File: src/two_axis_move_ratio_planner_macros.svh
// ----------------------------------------------------------------------------
// Two-axis move ratio planner: assertion macros
// Shared concurrent assertion forms, clocked on clk, off during reset.
// ----------------------------------------------------------------------------
`ifndef TWO_AXIS_MOVE_RATIO_PLANNER_MACROS_SVH
`define TWO_AXIS_MOVE_RATIO_PLANNER_MACROS_SVH

// property holds at every edge
`define TAMRP_ASSERT(lbl, prop, msg) \
    lbl: assert property (@(posedge clk) disable iff (!rst_n) (prop)) else $error(msg);

// consequent holds in the cycle after the antecedent
`define TAMRP_ASSERT_NEXT(lbl, ante, cons, msg) \
    lbl: assert property (@(posedge clk) disable iff (!rst_n) (ante) |=> (cons)) else $error(msg);

`endif

File: src/tamrp_pkg.sv
// ----------------------------------------------------------------------------
// tamrp_pkg
// Types, codes and constants shared by the move ratio planner modules.
// ----------------------------------------------------------------------------
`default_nettype none

package tamrp_pkg;

    localparam int DISP_BITS_DEF = 16;

    localparam int MODE_W      = 4;
    localparam int CFG_IDX_W   = 2;
    localparam int CFG_DATA_W  = 15;
    localparam int TILE_DIST_W = 14;
    localparam int DIAG_DIST_W = 15;
    localparam int CNT_W       = 15;
    localparam int POS_W       = 16;

    localparam logic [TILE_DIST_W-1:0] TILE_DIST_RESET = 14'd2545;
    localparam logic [DIAG_DIST_W-1:0] DIAG_DIST_RESET = 15'd6673;

    // register indexes
    localparam logic [CFG_IDX_W-1:0] REG_TILE_DISTANCE = 2'd0;
    localparam logic [CFG_IDX_W-1:0] REG_DIAG_DISTANCE = 2'd1;

    // move commands
    localparam logic [MODE_W-1:0] MODE_RAW     = 4'd0;
    localparam logic [MODE_W-1:0] MODE_UP      = 4'd1;
    localparam logic [MODE_W-1:0] MODE_DOWN    = 4'd2;
    localparam logic [MODE_W-1:0] MODE_RIGHT   = 4'd3;
    localparam logic [MODE_W-1:0] MODE_LEFT    = 4'd4;
    localparam logic [MODE_W-1:0] MODE_DIAG_XP = 4'd5;
    localparam logic [MODE_W-1:0] MODE_DIAG_YP = 4'd6;
    localparam logic [MODE_W-1:0] MODE_DIAG_YN = 4'd7;
    localparam logic [MODE_W-1:0] MODE_DIAG_XN = 4'd8;

    typedef enum logic [2:0] {
        ST_IDLE,
        ST_GCD,
        ST_G_CHECK,
        ST_DIV_X,
        ST_DIV_Y,
        ST_PUBLISH
    } ctrl_state_t;

    typedef struct packed {
        logic load;
        logic gcd_step;
        logic gcd_finish;
        logic div_start_x;
        logic div_start_y;
        logic div_step;
        logic save_s1;
        logic save_s2;
        logic publish;
    } ctrl_cmd_t;

    typedef struct packed {
        logic gcd_done;
        logic div_busy;
        logic null_g;
    } ctrl_status_t;

endpackage

`default_nettype wire

File: src/tamrp_datapath.sv
// ----------------------------------------------------------------------------
// tamrp_datapath
// Move decode, tile position, binary GCD unit, restoring divider, output regs.
// ----------------------------------------------------------------------------
`default_nettype none
`include "two_axis_move_ratio_planner_macros.svh"

module tamrp_datapath
    import tamrp_pkg::*;
#(
    parameter int DISP_BITS = DISP_BITS_DEF
)
(
    input  wire logic                        clk,
    input  wire logic                        rst_n,
    input  wire ctrl_cmd_t                   cmd,
    output ctrl_status_t                     status,
    input  wire logic                        cfg_we,
    input  wire logic [CFG_IDX_W-1:0]        cfg_index,
    input  wire logic [CFG_DATA_W-1:0]       cfg_data,
    input  wire logic [MODE_W-1:0]           in_mode,
    input  wire logic signed [DISP_BITS-1:0] in_disp_x,
    input  wire logic signed [DISP_BITS-1:0] in_disp_y,
    output logic                             out_dir_one,
    output logic                             out_dir_two,
    output logic [CNT_W-1:0]                 out_rounds,
    output logic [CNT_W-1:0]                 out_steps_one,
    output logic [CNT_W-1:0]                 out_steps_two,
    output logic signed [POS_W-1:0]          out_tile_col,
    output logic signed [POS_W-1:0]          out_tile_row,
    output logic                             out_null_move
);

    localparam int MAG_W = (DISP_BITS - 1 > DIAG_DIST_W) ? DISP_BITS - 1 : DIAG_DIST_W;
    localparam int SH_W  = $clog2(MAG_W + 1);

    // magnitude of a signed displacement, most negative value saturates
    function automatic logic [MAG_W-1:0] mag_of(input logic [DISP_BITS-1:0] v);
        logic [DISP_BITS-1:0] neg;
        logic [MAG_W-1:0]     m;
        neg = ~v + 1'b1;
        if (!v[DISP_BITS-1])
            m = MAG_W'(v);
        else if (v == {1'b1, {(DISP_BITS-1){1'b0}}})
            m = MAG_W'({1'b0, {(DISP_BITS-1){1'b1}}});
        else
            m = MAG_W'(neg);
        return m;
    endfunction

    logic [TILE_DIST_W-1:0] tile_dist_reg;
    logic [DIAG_DIST_W-1:0] diag_dist_reg;
    logic [POS_W-1:0]       col_reg;
    logic [POS_W-1:0]       col_next;
    logic [POS_W-1:0]       row_reg;
    logic [POS_W-1:0]       row_next;

    logic [MAG_W-1:0] mx_next;
    logic [MAG_W-1:0] my_next;
    logic             px_next;
    logic             py_next;

    logic [MAG_W-1:0] mx_reg;
    logic [MAG_W-1:0] my_reg;
    logic             dir_one_reg;
    logic             dir_two_reg;

    logic [MAG_W-1:0] a_reg;
    logic [MAG_W-1:0] a_next;
    logic [MAG_W-1:0] b_reg;
    logic [MAG_W-1:0] b_next;
    logic [SH_W-1:0]  k_reg;
    logic [SH_W-1:0]  k_next;
    logic [MAG_W-1:0] g_reg;
    logic [MAG_W-1:0] g_next;

    logic [MAG_W-1:0] quo_reg;
    logic [MAG_W-1:0] quo_next;
    logic [MAG_W-1:0] rem_reg;
    logic [MAG_W-1:0] rem_next;
    logic [SH_W-1:0]  div_cnt_reg;
    logic [MAG_W:0]   rem_shift;
    logic [MAG_W+1:0] rem_diff;

    logic [CNT_W-1:0] s1_reg;
    logic [CNT_W-1:0] s2_reg;

    logic                    out_dir_one_reg;
    logic                    out_dir_two_reg;
    logic [CNT_W-1:0]        out_rounds_reg;
    logic [CNT_W-1:0]        out_steps_one_reg;
    logic [CNT_W-1:0]        out_steps_two_reg;
    logic [POS_W-1:0]        out_tile_col_reg;
    logic [POS_W-1:0]        out_tile_row_reg;
    logic                    out_null_move_reg;

    // ---------------- registers and tile position ----------------
    always_ff @(posedge clk or negedge rst_n)
    begin
        if (!rst_n)
        begin
            tile_dist_reg <= TILE_DIST_RESET;
            diag_dist_reg <= DIAG_DIST_RESET;
            col_reg       <= '0;
            row_reg       <= '0;
        end
        else
        begin
            if (cfg_we && cfg_index == REG_TILE_DISTANCE)
                tile_dist_reg <= cfg_data[TILE_DIST_W-1:0];
            if (cfg_we && cfg_index == REG_DIAG_DISTANCE)
                diag_dist_reg <= cfg_data[DIAG_DIST_W-1:0];
            if (cmd.load)
            begin
                col_reg <= col_next;
                row_reg <= row_next;
            end
        end
    end

    // ---------------- move decode ----------------
    always_comb
    begin
        mx_next  = '0;
        my_next  = '0;
        px_next  = 1'b0;
        py_next  = 1'b0;
        col_next = col_reg;
        row_next = row_reg;
        unique case (in_mode)
            MODE_RAW:
            begin
                mx_next = mag_of(in_disp_x);
                my_next = mag_of(in_disp_y);
                px_next = !in_disp_x[DISP_BITS-1];
                py_next = !in_disp_y[DISP_BITS-1];
            end
            MODE_UP:
            begin
                mx_next  = MAG_W'(tile_dist_reg);
                my_next  = MAG_W'(tile_dist_reg);
                px_next  = 1'b1;
                py_next  = 1'b1;
                row_next = row_reg + 1'b1;
            end
            MODE_DOWN:
            begin
                mx_next  = MAG_W'(tile_dist_reg);
                my_next  = MAG_W'(tile_dist_reg);
                row_next = row_reg - 1'b1;
            end
            MODE_RIGHT:
            begin
                mx_next  = MAG_W'(tile_dist_reg);
                my_next  = MAG_W'(tile_dist_reg);
                px_next  = 1'b1;
                col_next = col_reg - 1'b1;
            end
            MODE_LEFT:
            begin
                mx_next  = MAG_W'(tile_dist_reg);
                my_next  = MAG_W'(tile_dist_reg);
                py_next  = 1'b1;
                col_next = col_reg + 1'b1;
            end
            MODE_DIAG_XP:
            begin
                mx_next = MAG_W'(diag_dist_reg);
                px_next = 1'b1;
            end
            MODE_DIAG_YP:
            begin
                my_next = MAG_W'(diag_dist_reg);
                py_next = 1'b1;
            end
            MODE_DIAG_YN:
            begin
                my_next = MAG_W'(diag_dist_reg);
            end
            MODE_DIAG_XN:
            begin
                mx_next = MAG_W'(diag_dist_reg);
            end
            default:
            begin
                mx_next = '0;
            end
        endcase
    end

    // ---------------- binary GCD step ----------------
    always_comb
    begin
        a_next = a_reg;
        b_next = b_reg;
        k_next = k_reg;
        if (!a_reg[0] && !b_reg[0])
        begin
            a_next = a_reg >> 1;
            b_next = b_reg >> 1;
            k_next = k_reg + 1'b1;
        end
        else if (!a_reg[0])
            a_next = a_reg >> 1;
        else if (!b_reg[0])
            b_next = b_reg >> 1;
        else if (a_reg >= b_reg)
            a_next = (a_reg - b_reg) >> 1;
        else
            b_next = (b_reg - a_reg) >> 1;
    end

    assign g_next = (a_reg | b_reg) << k_reg;

    // ---------------- restoring divide step ----------------
    always_comb
    begin
        rem_shift = {rem_reg, quo_reg[MAG_W-1]};
        rem_diff  = {1'b0, rem_shift} - {2'b00, g_reg};
        if (!rem_diff[MAG_W+1])
        begin
            rem_next = rem_diff[MAG_W-1:0];
            quo_next = {quo_reg[MAG_W-2:0], 1'b1};
        end
        else
        begin
            rem_next = rem_shift[MAG_W-1:0];
            quo_next = {quo_reg[MAG_W-2:0], 1'b0};
        end
    end

    always_ff @(posedge clk or negedge rst_n)
    begin
        if (!rst_n)
            div_cnt_reg <= '0;
        else if (cmd.div_start_x || cmd.div_start_y)
            div_cnt_reg <= SH_W'(MAG_W);
        else if (cmd.div_step)
            div_cnt_reg <= div_cnt_reg - 1'b1;
    end

    always_ff @(posedge clk)
    begin
        if (cmd.load)
        begin
            mx_reg      <= mx_next;
            my_reg      <= my_next;
            dir_one_reg <= px_next && (mx_next != '0);
            dir_two_reg <= py_next && (my_next != '0);
            a_reg       <= mx_next;
            b_reg       <= my_next;
            k_reg       <= '0;
            s1_reg      <= '0;
            s2_reg      <= '0;
        end
        else if (cmd.gcd_step)
        begin
            a_reg <= a_next;
            b_reg <= b_next;
            k_reg <= k_next;
        end

        if (cmd.gcd_finish)
            g_reg <= g_next;

        if (cmd.save_s1)
            s1_reg <= quo_reg[CNT_W-1:0];
        if (cmd.save_s2)
            s2_reg <= quo_reg[CNT_W-1:0];

        if (cmd.div_start_x)
        begin
            quo_reg <= mx_reg;
            rem_reg <= '0;
        end
        else if (cmd.div_start_y)
        begin
            quo_reg <= my_reg;
            rem_reg <= '0;
        end
        else if (cmd.div_step)
        begin
            quo_reg <= quo_next;
            rem_reg <= rem_next;
        end

        if (cmd.publish)
        begin
            out_dir_one_reg   <= dir_one_reg;
            out_dir_two_reg   <= dir_two_reg;
            out_rounds_reg    <= g_reg[CNT_W-1:0];
            out_steps_one_reg <= s1_reg;
            out_steps_two_reg <= s2_reg;
            out_tile_col_reg  <= col_reg;
            out_tile_row_reg  <= row_reg;
            out_null_move_reg <= (g_reg == '0);
        end
    end

    assign status.gcd_done = (a_reg == '0) || (b_reg == '0);
    assign status.div_busy = (div_cnt_reg != '0);
    assign status.null_g   = (g_reg == '0);

    assign out_dir_one   = out_dir_one_reg;
    assign out_dir_two   = out_dir_two_reg;
    assign out_rounds    = out_rounds_reg;
    assign out_steps_one = out_steps_one_reg;
    assign out_steps_two = out_steps_two_reg;
    assign out_tile_col  = out_tile_col_reg;
    assign out_tile_row  = out_tile_row_reg;
    assign out_null_move = out_null_move_reg;

    `TAMRP_ASSERT(a_divisor_nonzero, (cmd.div_start_x || cmd.div_start_y) |-> (g_reg != '0), "divider started with a zero divisor")
    `TAMRP_ASSERT(a_exact_quotient, (cmd.save_s1 || cmd.save_s2) |-> (rem_reg == '0), "step count division left a remainder")
    `TAMRP_ASSERT_NEXT(a_null_iff_still, cmd.gcd_finish, (g_reg == '0) == ((mx_reg == '0) && (my_reg == '0)), "zero GCD does not match a still move")

endmodule

`default_nettype wire

File: config.mk
export PLATFORM = sky130hd
export DESIGN_NAME = tamrp_datapath
export DESIGN_NICKNAME = d
export VERILOG_FILES = /design/src/tamrp_pkg.sv /design/src/tamrp_datapath.sv
export VERILOG_INCLUDE_DIRS = /design/src /design/src/src
export SDC_FILE = /design/constraint.sdc
export NUM_CORES = 1
export LEC_CHECK = 0
export BUFFER_PORTS_ARGS = -buffer_cell sky130_fd_sc_hd__buf_2
export CAP_MARGIN = 20
export CORE_AREA = 3 3 236 238
export DETAILED_ROUTE_END_ITERATION = 10
export DIE_AREA = 0 0 239 241
export GPL_ROUTABILITY_DRIVEN = 0
export PLACE_DENSITY = 0.48
export REMOVE_ABC_BUFFERS = 1
export SETUP_SLACK_MARGIN = 0.15
export SLEW_MARGIN = 20
export SYNTH_ARGS = -nofsm -noshare
export SYNTH_HDL_FRONTEND = slang
export SYNTH_SLANG_ARGS = --single-unit
File: constraint.sdc
create_clock -name clk -period 7 [get_ports clk]
set_input_delay 0.7 -clock clk [delete_from_list [all_inputs] [get_ports clk]]
set_output_delay 0.7 -clock clk [all_outputs]
set_load 0.05 [all_outputs]
==> run metrics <==
top-count cell post-synth=edfxtp_1; num rows=85; CTS tree=done; worst r2r path cells=10; initial core utilization=0.2985; Yosys reg bits=roughly 290; top-area cell type share of the netlist area=0.3776; CP required=~7.2 ns; peak supply drop=between 0.15 and 0.2 mV; pins over their slew limit=0; antenna violations before repair=1; IO buf count=between 100 and 150; wire length per cell=18.60 um; post-synthesis cell area=~16000 um2; cells after synthesis=about 1500; setup bufs post-CTS=0; total power=roughly 6.6 mW; Synth cell types=78; I/O pin cnt=148; All-Layer GR Usage=0.1481; Syn Area/Cell=10.88 um2; H-tree levels=2; Least-Margin Pin Slew=1.039 ns; Async SR Flop Fraction=0.2273; first-pass GRT wire length=66900 um; Clock Skew=between 0.015 and 0.02 ns; Die X=239 um; Multi-input gate area=7360 um2; crit share post-route=0.5596; drt initial violations=762; top fanout value on the critical path=29; Synth area leaders=edfxtp_1 38%, dfrtp_1 8.3%, ha_1 7.2%; cts hold-fix bufs=0; vias per inst=~5.0; status=complete, no violations; Reg2Reg Launch Point=a_reg[1]$_DFFE_PP_; CP Class=register to register; Resized Gates After CTS=0; root buffer cell=clkbuf_16; largest net degree at the start of global routing=66; worst skew pair latency=0.54 ns; Initial DRT Pass Iterations=5; die height=241 um; Final setup violation count=0; vias in the first global route=11460; RR Endpoint=b_reg[3]$_DFFE_PP_; TritonCTS sink count=between 200 and 300; nature of the critical path endpoint=register; Worst EP arrival=roughly 4.1 ns; Worst R2R Setup Slack=about 3.1 ns; final wirelength=between 40000 and 50000 um; LEAKAGE=between 7 and 8 nW; final number of hold-violating endpoints=0; GR Overflow Total=0; via count=about 12000; fin nets=about 1800; register area=roughly 8000 um2; max_cap viols=0; relative max-transition margin=0.3034; area leader, netlist=edfxtp_1; Layout area overhead=16.41%; post-route setup TNS=0 ns; Post-DRT Antenna Nets=0; Post-synth EDFFs=202; TritonCTS Buffers=36; die area=around 58000 um2; fraction of layout cells with a size suffix above 1=0.1740; Pwr Density=between 300 and 400 nW/um2; min Tclk post-route=approximately 3.9 ns; Tightest Hold Check Type=input port to asynchronous set/reset pin; fillers=around 5500; synth cell count leaders=202 x edfxtp_1, 113 x a21oi_1, 103 x nand2_1; DR DRC count=0; prevailing post-synth register cell=edfxtp_1; post-synthesis sequential area ratio=0.5035; RSZ-0062 raised after global routing=false; core box area=between 50000 and 60000 um2; Clock Path Buffers=3; CP startpoint kind=register; DP HPWL=between 30000 and 40000 um; YS warnings=0; Clock transition at path regs=about 0.05 ns; fmax=255.3 MHz; CP Capture Point=b_reg[3]$_DFFE_PP_; CP startpoint=a_reg[1]$_DFFE_PP_
## worst min-delay path by stage
| stage | cells past startpoint | start | slack, ns | end |
|---|---|---|---|---|
| floorplan | 0 | rst_n | 0.40 | col_reg[0]$_DFFE_PN0P_ |
| global placement | 0 | s1_reg[7]$_SDFFCE_PN0P_ | 0.40 | out_steps_one[7]$_DFFE_PP_ |
| detailed placement | 0 | s2_reg[9]$_SDFFCE_PN0P_ | 0.40 | out_steps_two[9]$_DFFE_PP_ |
| CTS | 2 | cfg_data[14] | 0.35 | diag_dist_reg[14]$_DFFE_PN0P_ |
| global route | 2 | cfg_data[14] | 0.37 | diag_dist_reg[14]$_DFFE_PN0P_ |
| finish | 2 | rst_n | 0.38 | col_reg[7]$_DFFE_PN0P_ |
## metrics by stage
step / utilization / cell area [um2] / setup WS [ns] / std cells / hold slack, ns
after detailed placement: 0.3252 / 17500 / 2.764 / 2262 / 0.4045
after global placement: 0.3252 / 17500 / 2.814 / 2262 / 0.4030
after floorplan: - / 15790 / 3.104 / 1407 / 0.4003
final: 0.3475 / 18700 / 3.083 / 2330 / 0.3804
after global routing: 0.3475 / 18700 / 2.921 / 2329 / 0.3681
after CTS: 0.3472 / 18680 / 3.111 / 2327 / 0.3531
## kinds of logic after synthesis
| group | after synthesis | synth area share |
|---|---|---|
| compound gates | 385 | 0.1576 |
| buf+inv | 164 | 0.03933 |
| simple gates | 374 | 0.1172 |
| mux | 88 | 0.05951 |
| fa+ha+maj | 98 | 0.07867 |
| flops | 286 | 0.5035 |
| xor+xnor | 81 | 0.04416 |
## placed cells by master, fill, tap and decap left out, drive strengths merged, types with 39 or more instances in the layout
cell	count
a21oi	113
buf	160
clkbuf	45
dfrtp	53
edfxtp	202
ha	93
inv	95
mux2	40
mux2i	46
nand2	103
nor2	77
o21ai	102
xnor2	42
xor2	39
## final cells by class
class,count,area share
flip-flops and latches,286,0.4325
multi-input cells,1026,0.3936
clock buffers,45,0.05159
well taps,696,0.04657
repair buffers,160,0.04490
inverters,95,0.01907
clock inverters,20,0.01158
diodes,2,0.0002676
## where the power goes
part           switching (mW)  internal (mW)
clock                   0.730           1.13
combinational            1.41          0.856
sequential              0.257           2.21
total                    2.40           4.20
## critical path, stage by stage, from the launching register on
cell	delay (ns)
edfxtp_1	0.46
inv_1	0.15
ha_1	0.35
nor2_1	0.07
o311a_1	0.33
o41ai_1	0.51
o2111ai_1	0.19
a21oi_1	0.27
a21boi_2	0.09
buf_4	0.25
a21boi_2	0.86
## metal layers
| metal | vias up | part of all wire | global-route usage | routed length (um) |
|---|---|---|---|---|
| li1 | 5728 | - | - | - |
| met1 | 5571 | 0.48 | 0.2063 | 20650 |
| met2 | 305 | 0.45 | 0.2389 | 19630 |
| met3 | 50 | 0.051 | 0.02685 | 2190 |
| met4 | 0 | 0.020 | 0.03738 | 866 |
| met5 | - | 0 | 0 | 0 |
Power figures use the tool's default switching activity.
