==> config.mk <==
export PLATFORM = sky130hd
export DESIGN_NAME = tamrp_ctrl
export DESIGN_NICKNAME = d
export VERILOG_FILES = /design/src/tamrp_pkg.sv /design/src/tamrp_ctrl.sv
export VERILOG_INCLUDE_DIRS = /design/src /design/src/src
export SDC_FILE = /design/constraint.sdc
export NUM_CORES = 1
export LEC_CHECK = 0
export ABC_CLOCK_PERIOD_IN_PS = 2600
export BUFFER_PORTS_ARGS = -buffer_cell sky130_fd_sc_hd__buf_2
export CORE_AREA = 2 2 39 41
export DETAILED_ROUTE_END_ITERATION = 16
export DIE_AREA = 0 0 41 43
export PLACE_DENSITY = 0.54
export RECOVER_POWER = 50
export SLEW_MARGIN = 15
export SYNTH_ARGS = -nofsm -noshare
export SYNTH_HDL_FRONTEND = slang
export SYNTH_SLANG_ARGS = --single-unit
==> constraint.sdc <==
create_clock -name clk -period 2.6 [get_ports clk]
set_input_delay 0.39 -clock clk [delete_from_list [all_inputs] [get_ports clk]]
set_output_delay 0.39 -clock clk [all_outputs]
set_load 0.005 [all_outputs]
==> src/two_axis_move_ratio_planner_macros.svh <==
// ----------------------------------------------------------------------------
// Two-axis move ratio planner: assertion macros
// Shared concurrent assertion forms, clocked on clk, off during reset.
// ----------------------------------------------------------------------------
`ifndef TWO_AXIS_MOVE_RATIO_PLANNER_MACROS_SVH
`define TWO_AXIS_MOVE_RATIO_PLANNER_MACROS_SVH

// property holds at every edge
`define TAMRP_ASSERT(lbl, prop, msg) \
    lbl: assert property (@(posedge clk) disable iff (!rst_n) (prop)) else $error(msg);

// consequent holds in the cycle after the antecedent
`define TAMRP_ASSERT_NEXT(lbl, ante, cons, msg) \
    lbl: assert property (@(posedge clk) disable iff (!rst_n) (ante) |=> (cons)) else $error(msg);

`endif

==> src/tamrp_pkg.sv <==
// ----------------------------------------------------------------------------
// tamrp_pkg
// Types, codes and constants shared by the move ratio planner modules.
// ----------------------------------------------------------------------------
`default_nettype none

package tamrp_pkg;

    localparam int DISP_BITS_DEF = 16;

    localparam int MODE_W      = 4;
    localparam int CFG_IDX_W   = 2;
    localparam int CFG_DATA_W  = 15;
    localparam int TILE_DIST_W = 14;
    localparam int DIAG_DIST_W = 15;
    localparam int CNT_W       = 15;
    localparam int POS_W       = 16;

    localparam logic [TILE_DIST_W-1:0] TILE_DIST_RESET = 14'd2545;
    localparam logic [DIAG_DIST_W-1:0] DIAG_DIST_RESET = 15'd6673;

    // register indexes
    localparam logic [CFG_IDX_W-1:0] REG_TILE_DISTANCE = 2'd0;
    localparam logic [CFG_IDX_W-1:0] REG_DIAG_DISTANCE = 2'd1;

    // move commands
    localparam logic [MODE_W-1:0] MODE_RAW     = 4'd0;
    localparam logic [MODE_W-1:0] MODE_UP      = 4'd1;
    localparam logic [MODE_W-1:0] MODE_DOWN    = 4'd2;
    localparam logic [MODE_W-1:0] MODE_RIGHT   = 4'd3;
    localparam logic [MODE_W-1:0] MODE_LEFT    = 4'd4;
    localparam logic [MODE_W-1:0] MODE_DIAG_XP = 4'd5;
    localparam logic [MODE_W-1:0] MODE_DIAG_YP = 4'd6;
    localparam logic [MODE_W-1:0] MODE_DIAG_YN = 4'd7;
    localparam logic [MODE_W-1:0] MODE_DIAG_XN = 4'd8;

    typedef enum logic [2:0] {
        ST_IDLE,
        ST_GCD,
        ST_G_CHECK,
        ST_DIV_X,
        ST_DIV_Y,
        ST_PUBLISH
    } ctrl_state_t;

    typedef struct packed {
        logic load;
        logic gcd_step;
        logic gcd_finish;
        logic div_start_x;
        logic div_start_y;
        logic div_step;
        logic save_s1;
        logic save_s2;
        logic publish;
    } ctrl_cmd_t;

    typedef struct packed {
        logic gcd_done;
        logic div_busy;
        logic null_g;
    } ctrl_status_t;

endpackage

`default_nettype wire

==> src/tamrp_ctrl.sv <==
// ----------------------------------------------------------------------------
// tamrp_ctrl
// Sequencer: accept, binary GCD, two shared-divider passes (skipped for a zero GCD), publish.
// ----------------------------------------------------------------------------
`default_nettype none
`include "two_axis_move_ratio_planner_macros.svh"

module tamrp_ctrl
    import tamrp_pkg::*;
(
    input  wire logic         clk,
    input  wire logic         rst_n,
    input  wire logic         in_valid,
    output logic              in_ready,
    output logic              out_valid,
    input  wire logic         out_ready,
    input  wire ctrl_status_t status,
    output ctrl_cmd_t         cmd
);

    ctrl_state_t state_reg;
    ctrl_state_t state_next;
    logic        out_valid_reg;
    logic        out_valid_next;
    logic        out_free;

    assign out_free = !out_valid_reg || out_ready;

    always_ff @(posedge clk or negedge rst_n)
    begin
        if (!rst_n)
        begin
            state_reg     <= ST_IDLE;
            out_valid_reg <= 1'b0;
        end
        else
        begin
            state_reg     <= state_next;
            out_valid_reg <= out_valid_next;
        end
    end

    always_comb
    begin
        state_next = state_reg;
        unique case (state_reg)
            ST_IDLE:
            begin
                if (in_valid)
                    state_next = ST_GCD;
            end
            ST_GCD:
            begin
                if (status.gcd_done)
                    state_next = ST_G_CHECK;
            end
            ST_G_CHECK:
            begin
                state_next = status.null_g ? ST_PUBLISH : ST_DIV_X;
            end
            ST_DIV_X:
            begin
                if (!status.div_busy)
                    state_next = ST_DIV_Y;
            end
            ST_DIV_Y:
            begin
                if (!status.div_busy)
                    state_next = ST_PUBLISH;
            end
            ST_PUBLISH:
            begin
                if (out_free)
                    state_next = ST_IDLE;
            end
            default:
                state_next = ST_IDLE;
        endcase
    end

    always_comb
    begin
        cmd      = '0;
        in_ready = 1'b0;
        unique case (state_reg)
            ST_IDLE:
            begin
                in_ready = 1'b1;
                cmd.load = in_valid;
            end
            ST_GCD:
            begin
                cmd.gcd_step   = !status.gcd_done;
                cmd.gcd_finish = status.gcd_done;
            end
            ST_G_CHECK:
            begin
                cmd.div_start_x = !status.null_g;
            end
            ST_DIV_X:
            begin
                cmd.div_step    = status.div_busy;
                cmd.save_s1     = !status.div_busy;
                cmd.div_start_y = !status.div_busy;
            end
            ST_DIV_Y:
            begin
                cmd.div_step = status.div_busy;
                cmd.save_s2  = !status.div_busy;
            end
            ST_PUBLISH:
            begin
                cmd.publish = out_free;
            end
            default:
            begin
                cmd = '0;
            end
        endcase
    end

    always_comb
    begin
        out_valid_next = out_valid_reg;
        if (cmd.publish)
            out_valid_next = 1'b1;
        else if (out_ready)
            out_valid_next = 1'b0;
    end

    assign out_valid = out_valid_reg;

    `TAMRP_ASSERT_NEXT(a_accept_starts_gcd, in_valid && in_ready, state_reg == ST_GCD, "accepted item did not start the GCD")
    `TAMRP_ASSERT_NEXT(a_publish_shows_item, cmd.publish, out_valid_reg, "published item not shown on the output")
    `TAMRP_ASSERT(a_no_overwrite, (out_valid_reg && !out_ready) |-> !cmd.publish, "waiting output item overwritten")

endmodule

`default_nettype wire

==> impl_metrics.yaml, run 1 <==
outcome:
  status: "complete, no violations"
logic_synthesis:
  ys_types: 28
  synth_top_cells_by_area: "sky130_fd_sc_hd__dfrtp_1 (27%), sky130_fd_sc_hd__nor3_1 (5.3%), sky130_fd_sc_hd__o21bai_4 (5.0%), sky130_fd_sc_hd__buf_4 (4.0%), sky130_fd_sc_hd__inv_1 (4.0%)"
  synth.yosys.seq_area_share_pct: 26.6
  postSynthCellCount: 44
  synthesis.nets: 51
  yosys_warnings: 0
  syn_avg_cell_area_sq_um: 8.56
  yosys_register_bits: 4
  netlist.top_cell.by_area: "sky130_fd_sc_hd__dfrtp_1"
  synth_area_sq_um: 377
  synth_top_area_share_pct: 26.6
power_and_ir_drop:
  power_frac_seq_pct: 35.7
  power.share.switching_pct: 41.9
  p_clk_share_pct: 15.5
  p_leak_nw: 0.238
  combPwrFrac_pct: 48.8
  pwr_dens_nw_per_um2: 1030
  power.internal_mw: 0.284
  total_switching_power_mw: 0.205
  peakVddDrop_mv: 0.306
final_layout:
  regArea_sq_um: 100
  combined_area_of_the_multi_input_logic_cells_sq_um: 226
  finalNetCount: 69
  area_delta_synth_final_pct: 26.2
  drive_above_1_share_pct: 33.3
  postLayoutCellArea_sq_um: 475
  largest_register_ffs: 3
  layout.filler_cells: 160
  insertedDiodeCount: 0
worst_hold_path:
  hold_path_startpoint: "out_ready"
  worst_hold_path_type: "in -> reg"
  min_path_cells: 2
  hold_path_end: "out_valid"
placement:
  routabilityCongestion: 0.659
  detailed_place_hpwl_um: 569
  dpl_cell_area_sq_um: 447
  numPortBuffers: 17
drt:
  detailroute.wirelength.met3_um: 57
  post_route_ant_nets: 0
  vias: 366
  avgViaCountPerCell: 4.82
  route.detailed.drc: 0
  avgRoutedWirePerCell_um: 10.5
  drt-initial-drc-count: 4
  detail_route.first_pass.iterations: 2
  drt_wl_total_um: 801
  met2_wirelength_um: 364
  top_layer_used: "met3"
  met1_length_um: 379
clock_tree:
  clkSlewWorstSetupHoldPaths_ps: 40
  tritoncts_clock_tree: "built"
  cts_resized: 0
  tritoncts_num_sinks: 4
  clock-root-buffer: "sky130_fd_sc_hd__clkbuf_4"
  cts_max_level: 1
  numCtsBuffers: 3
  worstSkewPairLatency_ps: 230
  cts-root-to-sink-buffers: 2
sta:
  worst_max_slew_pin_slew_ps: 447
  relSlewSlack_pct: 70.2
  setup_violations: 0
  fin_crit_ps: 1840
  timing.fmax_ghz: 0.545
  finalCritPeriodShare_pct: 70.6
  finalSetupTns_ps: 0
  timing.clock.skew_ps: 2.71
  timing_max_transition_violations_final: 0
  rsz0062_at_grt: "false"
  report.final.hold_viol_count: 0
global_route:
  initial_antenna_violation_count: 0
  grt_max_degree: 17
  number_of_global_route_vias_before_repair: 269
  grt_overflow_total: 0
  grt_pass1_wl_um: 1080
  groute.usage.overall_pct: 9.67
die:
  chipHeight_um: 43
  pin_count: 18
  floorplan.die_area_sq_um: 1760
  dieWidth_um: 41
  core_area_sq_um: 1380
  initial_core_util_pct: 27.2
  core.rowCount: 14
worst_setup_path:
  critical_path.startpoint_type: "register"
  critical_path_peak_fanout: 14
  timing_worst_setup_path_type: "reg -> out"
  end_of_the_worst_register_to_register_path: "state_reg[2]"
  worst_r2r_startpoint: "state_reg[1]"
  setup.worst_path.end_class: "output pin"
  required_ps: 2210
  worst-r2r-cell-count: 4
  rrSetupSlack_ps: 1010
  cp.arrival_ps: 1450
run:
  total_of_max_cap_violations: 0
## synthesized netlist by cell type
master                      n
sky130_fd_sc_hd__nor2_1     2
sky130_fd_sc_hd__buf_6      1
sky130_fd_sc_hd__nand3b_1   2
sky130_fd_sc_hd__nor4b_1    1
sky130_fd_sc_hd__a2bb2oi_1  1
sky130_fd_sc_hd__and2_1     1
sky130_fd_sc_hd__buf_2      1
sky130_fd_sc_hd__buf_4      2
sky130_fd_sc_hd__a31oi_1    1
sky130_fd_sc_hd__mux2i_1    1
sky130_fd_sc_hd__a211oi_1   1
sky130_fd_sc_hd__nor3b_1    2
sky130_fd_sc_hd__dfrtp_1    4
sky130_fd_sc_hd__a21oi_1    2
sky130_fd_sc_hd__a21o_1     1
sky130_fd_sc_hd__o32ai_1    1
sky130_fd_sc_hd__nor3_1     4
sky130_fd_sc_hd__nand2b_1   2
sky130_fd_sc_hd__clkbuf_1   1
sky130_fd_sc_hd__nor2b_1    1
sky130_fd_sc_hd__o21ai_0    2
sky130_fd_sc_hd__and4b_4    1
sky130_fd_sc_hd__mux2_4     1
sky130_fd_sc_hd__inv_1      4
sky130_fd_sc_hd__nand2_1    1
sky130_fd_sc_hd__o21bai_4   1
sky130_fd_sc_hd__nor4bb_1   1
sky130_fd_sc_hd__o21ai_1    1
## timing repair
item	in CTS	in global routing
buffers inserted	0	0
hold endpoints to repair	4	0
hold buffers	1	0
## metrics by stage
step | total power, mW | utilization (%) | setup WS (ps) | cells | hold WS, ps
3_3_place_gp | 0.417 | 32.3 | 994 | 72 | 196
4_1_cts | 0.500 | 34.6 | 753 | 76 | 358
2_1_floorplan | 0.360 | - | 1180 | 44 | 94.4
5_1_grt | 0.538 | 34.4 | 635 | 76 | 396
6_report | 0.489 | 34.4 | 765 | 76 | 389
3_5_place_dp | 0.418 | 32.3 | 1010 | 72 | 196
## power groups by stage
stage | Clock, mW | Sequential [mW] | Combinational [mW]
after floorplan | 0 | 0.121 | 0.239
after global placement | 0 | 0.173 | 0.244
after detailed placement | 0 | 0.174 | 0.244
after CTS | 0.0817 | 0.172 | 0.246
after global routing | 0.0857 | 0.181 | 0.272
final | 0.0759 | 0.174 | 0.238
## per-layer routing
layer / track usage [%] / vias up
met5: 0 / -
met4: 8.00 / 0
met3: 4.71 / 0
met2: 12.2 / 14
met1: 11.7 / 160
li1: - / 192
## how the worst max path moves through the flow
stage / start / to / slack, ps / cells past startpoint
after floorplan: state_reg[0] / cmd[8] / 1180 / 3
after global placement: state_reg[1] / cmd[3] / 990 / 4
after detailed placement: state_reg[1] / cmd[3] / 1010 / 4
after CTS: state_reg[1] / cmd[3] / 750 / 4
after global routing: state_reg[0] / cmd[4] / 640 / 3
final: state_reg[1] / cmd[3] / 760 / 4
## final cells by class
type                    count  share of cell area [%]
clock buffers               3                    4.74
inverters                   4                    3.16
multi-input cells          31                    47.6
flip-flops and latches      4                    21.1
well taps                  16                    4.21
repair buffers             18                    19.2
## critical path, stage by stage, from the launching register on
cell                      delay, ps
sky130_fd_sc_hd__dfrtp_1        510
sky130_fd_sc_hd__nor2b_1        220
sky130_fd_sc_hd__a31oi_1        290
sky130_fd_sc_hd__inv_1           60
sky130_fd_sc_hd__buf_2          130
## kinds of logic after synthesis
group,count (synthesis),share of synthesized area [%]
muxes,2,6.64
buffers and inverters,9,13.3
and+or+nand+nor,18,31.6
AOI/OAI and AO/OA,11,21.9
DFF,4,26.6
## cell usage in the layout (no fill, tap or decap), types with 2 or more instances in the layout
| cell | netlist | routed |
|---|---|---|
| sky130_fd_sc_hd__o21ai_0 | 2 | 3 |
| sky130_fd_sc_hd__clkbuf_4 | 0 | 3 |
| sky130_fd_sc_hd__nor3_1 | 4 | 4 |
| sky130_fd_sc_hd__buf_2 | 1 | 14 |
| sky130_fd_sc_hd__clkbuf_1 | 1 | 3 |
| sky130_fd_sc_hd__dfrtp_1 | 4 | 4 |
| sky130_fd_sc_hd__a21oi_1 | 2 | 2 |
| sky130_fd_sc_hd__nor2_1 | 2 | 2 |
| sky130_fd_sc_hd__inv_1 | 4 | 4 |
| sky130_fd_sc_hd__nand3b_1 | 2 | 2 |
| sky130_fd_sc_hd__nand2b_1 | 2 | 2 |
| sky130_fd_sc_hd__nor3b_1 | 2 | 2 |
(Power assumes the default switching activity.)
==> run 2: changes to the inputs <==
- ABC_CLOCK_PERIOD_IN_PS: 2600 -> 1800
- clock period: 2.6 -> 1.8 ns (I/O delays scaled with it)
==> impl_metrics.yaml, run 2 (synthesis gave the netlist of run 1 again) <==
clock_tree:
  cts_max_level: 1
  worstSkewPairLatency_ps: 230
  cts-root-to-sink-buffers: 2
  clkSlewWorstSetupHoldPaths_ps: 40
  tritoncts_num_sinks: 4
  clock-root-buffer: "sky130_fd_sc_hd__clkbuf_4"
  cts_setup_buffers: 0
  tritoncts_clock_tree: "built"
  numCtsBuffers: 3
worst_setup_path:
  critical_path.top_delay_family: "flip-flops"
  rrSetupSlack_ps: 240
  required_ps: 1530
  timing_worst_setup_path_type: "reg -> out"
  setup.worst_path.end_class: "output pin"
  timing.critical_path.cells: "nand2b_1 > nor3b_1 > buf_2"
  slowest_stage_delay_cp_ps: 500
  critical_path_peak_fanout: 13
  cp.arrival_ps: 1390
  critical_path.startpoint_type: "register"
  crit_buf_inv: 1
  cpMaxStageDelayCell: "sky130_fd_sc_hd__dfrtp_1"
final_layout:
  drive_above_1_share_pct: 36.1
  insertedDiodeCount: 0
  postLayoutCellArea_sq_um: 484
  count_of_non_filler_cells_in_the_finished_layout: 77
  largest_register_ffs: 3
  most_common_cell_after_layout_fill_and_taps_aside: "sky130_fd_sc_hd__buf_2"
  finalNetCount: 70
  layout.cells.most_common_list: "sky130_fd_sc_hd__buf_2 (14), sky130_fd_sc_hd__nor3_1 (4), sky130_fd_sc_hd__inv_1 (4)"
  area_delta_synth_final_pct: 28.6
sta:
  rsz0062_at_grt: "false"
  timing.fmax_ghz: 0.603
  report.final.hold_viol_count: 0
  timing.clock.skew_ps: 2.32
  relSlewSlack_pct: 74.9
  fin_crit_ps: 1660
  worst_max_slew_pin_slew_ps: 377
  timing_max_transition_violations_final: 0
  finalCritPeriodShare_pct: 92.1
  finalSetupTns_ps: 0
  setup_violations: 0
global_route:
  groute.usage.overall_pct: 9.55
  initial_antenna_violation_count: 0
  number_of_global_route_vias_before_repair: 273
  grt_max_degree: 17
  grt_overflow_total: 0
  grt_pass1_wl_um: 1140
run:
  total_of_max_cap_violations: 0
drt:
  post_route_ant_nets: 0
  drt-initial-drc-count: 8
  drt_wl_total_um: 778
  avgRoutedWirePerCell_um: 10.1
  route.detailed.drc: 0
  detail_route.first_pass.iterations: 4
  vias: 355
  avgViaCountPerCell: 4.61
power_and_ir_drop:
  pwr_dens_nw_per_um2: 1480
  p_leak_nw: 0.243
  peakVddDrop_mv: 0.484
outcome:
  status: "complete, no violations"
die:
  dieWidth_um: 41
  initial_core_util_pct: 27.2
  chipHeight_um: 43
  core.rowCount: 14
  core_area_sq_um: 1380
  floorplan.die_area_sq_um: 1760
  pin_count: 18
worst_hold_path:
  worst_hold_path_type: "in -> reg"
placement:
  numPortBuffers: 17
  detailed_place_hpwl_um: 591
  routabilityCongestion: 0.726
  dpl_cell_area_sq_um: 454
  placedCellCount: 73
-- run 2: changes by cell type in the layout (fill, tap and decap cells not counted) --
cell                      before  now
sky130_fd_sc_hd__dfrtp_1       4    3
sky130_fd_sc_hd__o21ai_1       0    1
sky130_fd_sc_hd__dfrtp_2       0    1
sky130_fd_sc_hd__o21ai_0       3    2
sky130_fd_sc_hd__buf_4         0    1
-- run 2: path summary, 6_finish.rpt --
check | start | end | cells past startpoint
min in group asynchronous | rst_n | state_reg[2] | 2
max in group asynchronous | rst_n | state_reg[0] | 2
worst min register to register | out_valid | out_valid | 2
worst max-delay path | state_reg[2] | cmd[2] | 3
worst min-delay path | out_ready | out_valid | 2
worst max register to register | state_reg[2] | state_reg[2] | 4
-- run 2: power breakdown --
part	switching [mW]	internal (mW)	leakage, nW
logic	0.163	0.214	0.179
registers	0.0969	0.135	0.0497
clock network	0.0352	0.0745	0.0138
total	0.295	0.423	0.243
-- run 2: repair_timing --
item | CTS | global route
resized for setup | 0 | 1
endpoints found under the hold margin | 4 | 0
endpoints found under the setup margin | 0 | 2
hold buffers | 1 | 0
-- run 2: stage by stage --
step                      util, %  hold WS [ps]  setup slack [ps]  power [mW]
after floorplan                 -         -25.6               397       0.520
after global routing         35.0           252              14.7       0.791
after detailed placement     32.8          80.6               200       0.614
final                        35.0           246               142       0.718
after CTS                    35.2           238              84.4       0.731
after global placement       32.8          80.1               219       0.614
-- run 2: layout make-up --
type / count / area [sq um]
inverters: 4 / 15.0
flip-flops and latches: 4 / 101
multi-input cells: 31 / 226
well taps: 16 / 20.0
fillers: 155 / 900
repair buffers: 19 / 98.8
clock buffers: 3 / 22.5
-- run 2: layer usage --
| metal | vias up | global-route usage, % | routed length [um] |
|---|---|---|---|
| met5 | - | 0 | 0 |
| li1 | 193 | - | - |
| met4 | 0 | 4.00 | 0 |
| met3 | 0 | 4.71 | 55 |
| met2 | 12 | 11.6 | 317 |
| met1 | 150 | 13.9 | 405 |
==> run 3: changes to the inputs <==
- MAX_ROUTING_LAYER: default -> met4
- PLACE_DENSITY: 0.54 -> 0.62
==> impl_metrics.yaml, run 3 (synthesis gave the netlist of run 1 again) <==
global_route:
  initial_antenna_violation_count: 0
  grt_pass1_wl_um: 1300
  groute.usage.overall_pct: 11.8
  grt_overflow_total: 0
  number_of_global_route_vias_before_repair: 326
  grt_max_degree: 14
clock_tree:
  numCtsBuffers: 3
  cts-root-to-sink-buffers: 2
  cts_resized: 0
  tritoncts_clock_tree: "built"
  clkSlewWorstSetupHoldPaths_ps: 40
  tritoncts_num_sinks: 4
  cts_max_level: 1
  clock-root-buffer: "sky130_fd_sc_hd__clkbuf_4"
  worstSkewPairLatency_ps: 240
  cts_setup_buffers: 0
worst_hold_path:
  worst_hold_path_type: "in -> reg"
sta:
  setup_violations: 0
  timing_max_transition_violations_final: 0
  worst_max_slew_pin_slew_ps: 381
  relSlewSlack_pct: 74.6
  finalSetupTns_ps: 0
  finalCritPeriodShare_pct: 92.7
  fin_crit_ps: 1670
  hold_ws_ps: 272
  timing.fmax_ghz: 0.599
  rsz0062_at_grt: "false"
  timing.clock.skew_ps: 4.06
  report.final.hold_viol_count: 0
worst_setup_path:
  required_ps: 1530
  critical_path.startpoint_type: "register"
  setup.worst_path.end_class: "output pin"
  crit_buf_inv: 1
  critical_path_peak_fanout: 13
  critical_path.top_delay_family: "flip-flops"
  timing_worst_setup_path_type: "reg -> out"
  cp.arrival_ps: 1400
  timing.critical_path.cells: "nand2b_1 > nor3b_1 > buf_2"
  slowest_stage_delay_cp_ps: 510
  cpMaxStageDelayCell: "sky130_fd_sc_hd__dfrtp_1"
drt:
  post_route_ant_nets: 0
  drt_wl_total_um: 839
  avgRoutedWirePerCell_um: 10.8
  detail_route.first_pass.iterations: 4
  drt-initial-drc-count: 2
  route.detailed.drc: 0
  vias: 377
  avgViaCountPerCell: 4.83
power_and_ir_drop:
  pwr_dens_nw_per_um2: 1500
  p_leak_nw: 0.245
  power.total_mw: 0.730
  peakVddDrop_mv: 0.379
run:
  total_of_max_cap_violations: 0
final_layout:
  insertedDiodeCount: 0
  most_common_cell_after_layout_fill_and_taps_aside: "sky130_fd_sc_hd__buf_2"
  layout.cells.most_common_list: "sky130_fd_sc_hd__buf_2 (14), sky130_fd_sc_hd__nor3_1 (4), sky130_fd_sc_hd__inv_1 (4), sky130_fd_sc_hd__clkbuf_1 (4), sky130_fd_sc_hd__dfrtp_1 (4)"
  area_delta_synth_final_pct: 29.2
  layout.filler_cells: 153
  drive_above_1_share_pct: 33.9
  largest_register_ffs: 3
  postLayoutCellArea_sq_um: 487
  finalNetCount: 71
die:
  core.rowCount: 14
  pin_count: 18
  chipHeight_um: 43
  initial_core_util_pct: 27.2
  core_area_sq_um: 1380
  floorplan.die_area_sq_um: 1760
  dieWidth_um: 41
placement:
  detailed_place_hpwl_um: 644
  numPortBuffers: 17
  routabilityCongestion: 0.771
  dpl_cell_area_sq_um: 462
outcome:
  status: "complete, no violations"
run 3: cell count changes in the layout (fill, tap and decap cells not counted):
cell	previous run	this run
sky130_fd_sc_hd__dfrtp_2	1	0
sky130_fd_sc_hd__o21ai_0	2	3
sky130_fd_sc_hd__clkbuf_1	3	4
sky130_fd_sc_hd__dfrtp_1	3	4
sky130_fd_sc_hd__o21ai_1	1	0
run 3: path summary, 6_finish.rpt:
| path | from | end | slack (ps) | cells after the start |
|---|---|---|---|---|
| worst min register to register | out_valid | out_valid | 580 | 2 |
| worst max-delay path | state_reg[2] | cmd[2] | 130 | 3 |
| min in group asynchronous | rst_n | state_reg[2] | 390 | 2 |
| worst min-delay path | out_ready | out_valid | 270 | 2 |
| worst max register to register | state_reg[2] | state_reg[2] | 230 | 4 |
| max in group asynchronous | rst_n | state_reg[0] | 1220 | 2 |
run 3: area by class of cell:
type	count	area, sq um	area share [%]
Sequential cell	4	100	20.6
Inverter	4	15.0	3.08
Multi-Input combinational cell	31	226	46.5
Timing Repair Buffer	20	103	21.1
Tap cell	16	20.0	4.11
Clock buffer	3	22.5	4.63
run 3: repair_timing:
action,CTS,global route
hold buffers,1,0
setup endpoints to repair,0,0
hold endpoints to repair,4,0
run 3: routing by layer:
metal | up-vias | track usage [%] | routed length (um)
li1 | 192 | - | -
met1 | 167 | 12.0 | 348
met2 | 14 | 17.5 | 402
met3 | 4 | 3.14 | 55
met4 | 0 | 10.0 | 33
met5 | - | - | 0
run 3: worst reg2reg max path: cells and delay by family, from the launching register on:
family | cells | cell delay, ps
simple gates | 3 | 650
flops | 1 | 510
mux | 1 | 300
run 3: power by group:
group / internal (mW) / switching [mW] / total, mW
logic: 0.218 / 0.187 / 0.406
clock network: 0.0744 / 0.0354 / 0.110
registers: 0.132 / 0.0821 / 0.215
run 3: through the flow:
| stage | std cells | setup slack (ps) | utilization (%) |
|---|---|---|---|
| finish | 78 | 131 | 35.2 |
| global route | 78 | 17.9 | 35.2 |
| CTS | 78 | 132 | 35.7 |
| detailed placement | 74 | 236 | 33.4 |
| global placement | 74 | 279 | 33.4 |
| floorplan | 44 | 397 | - |
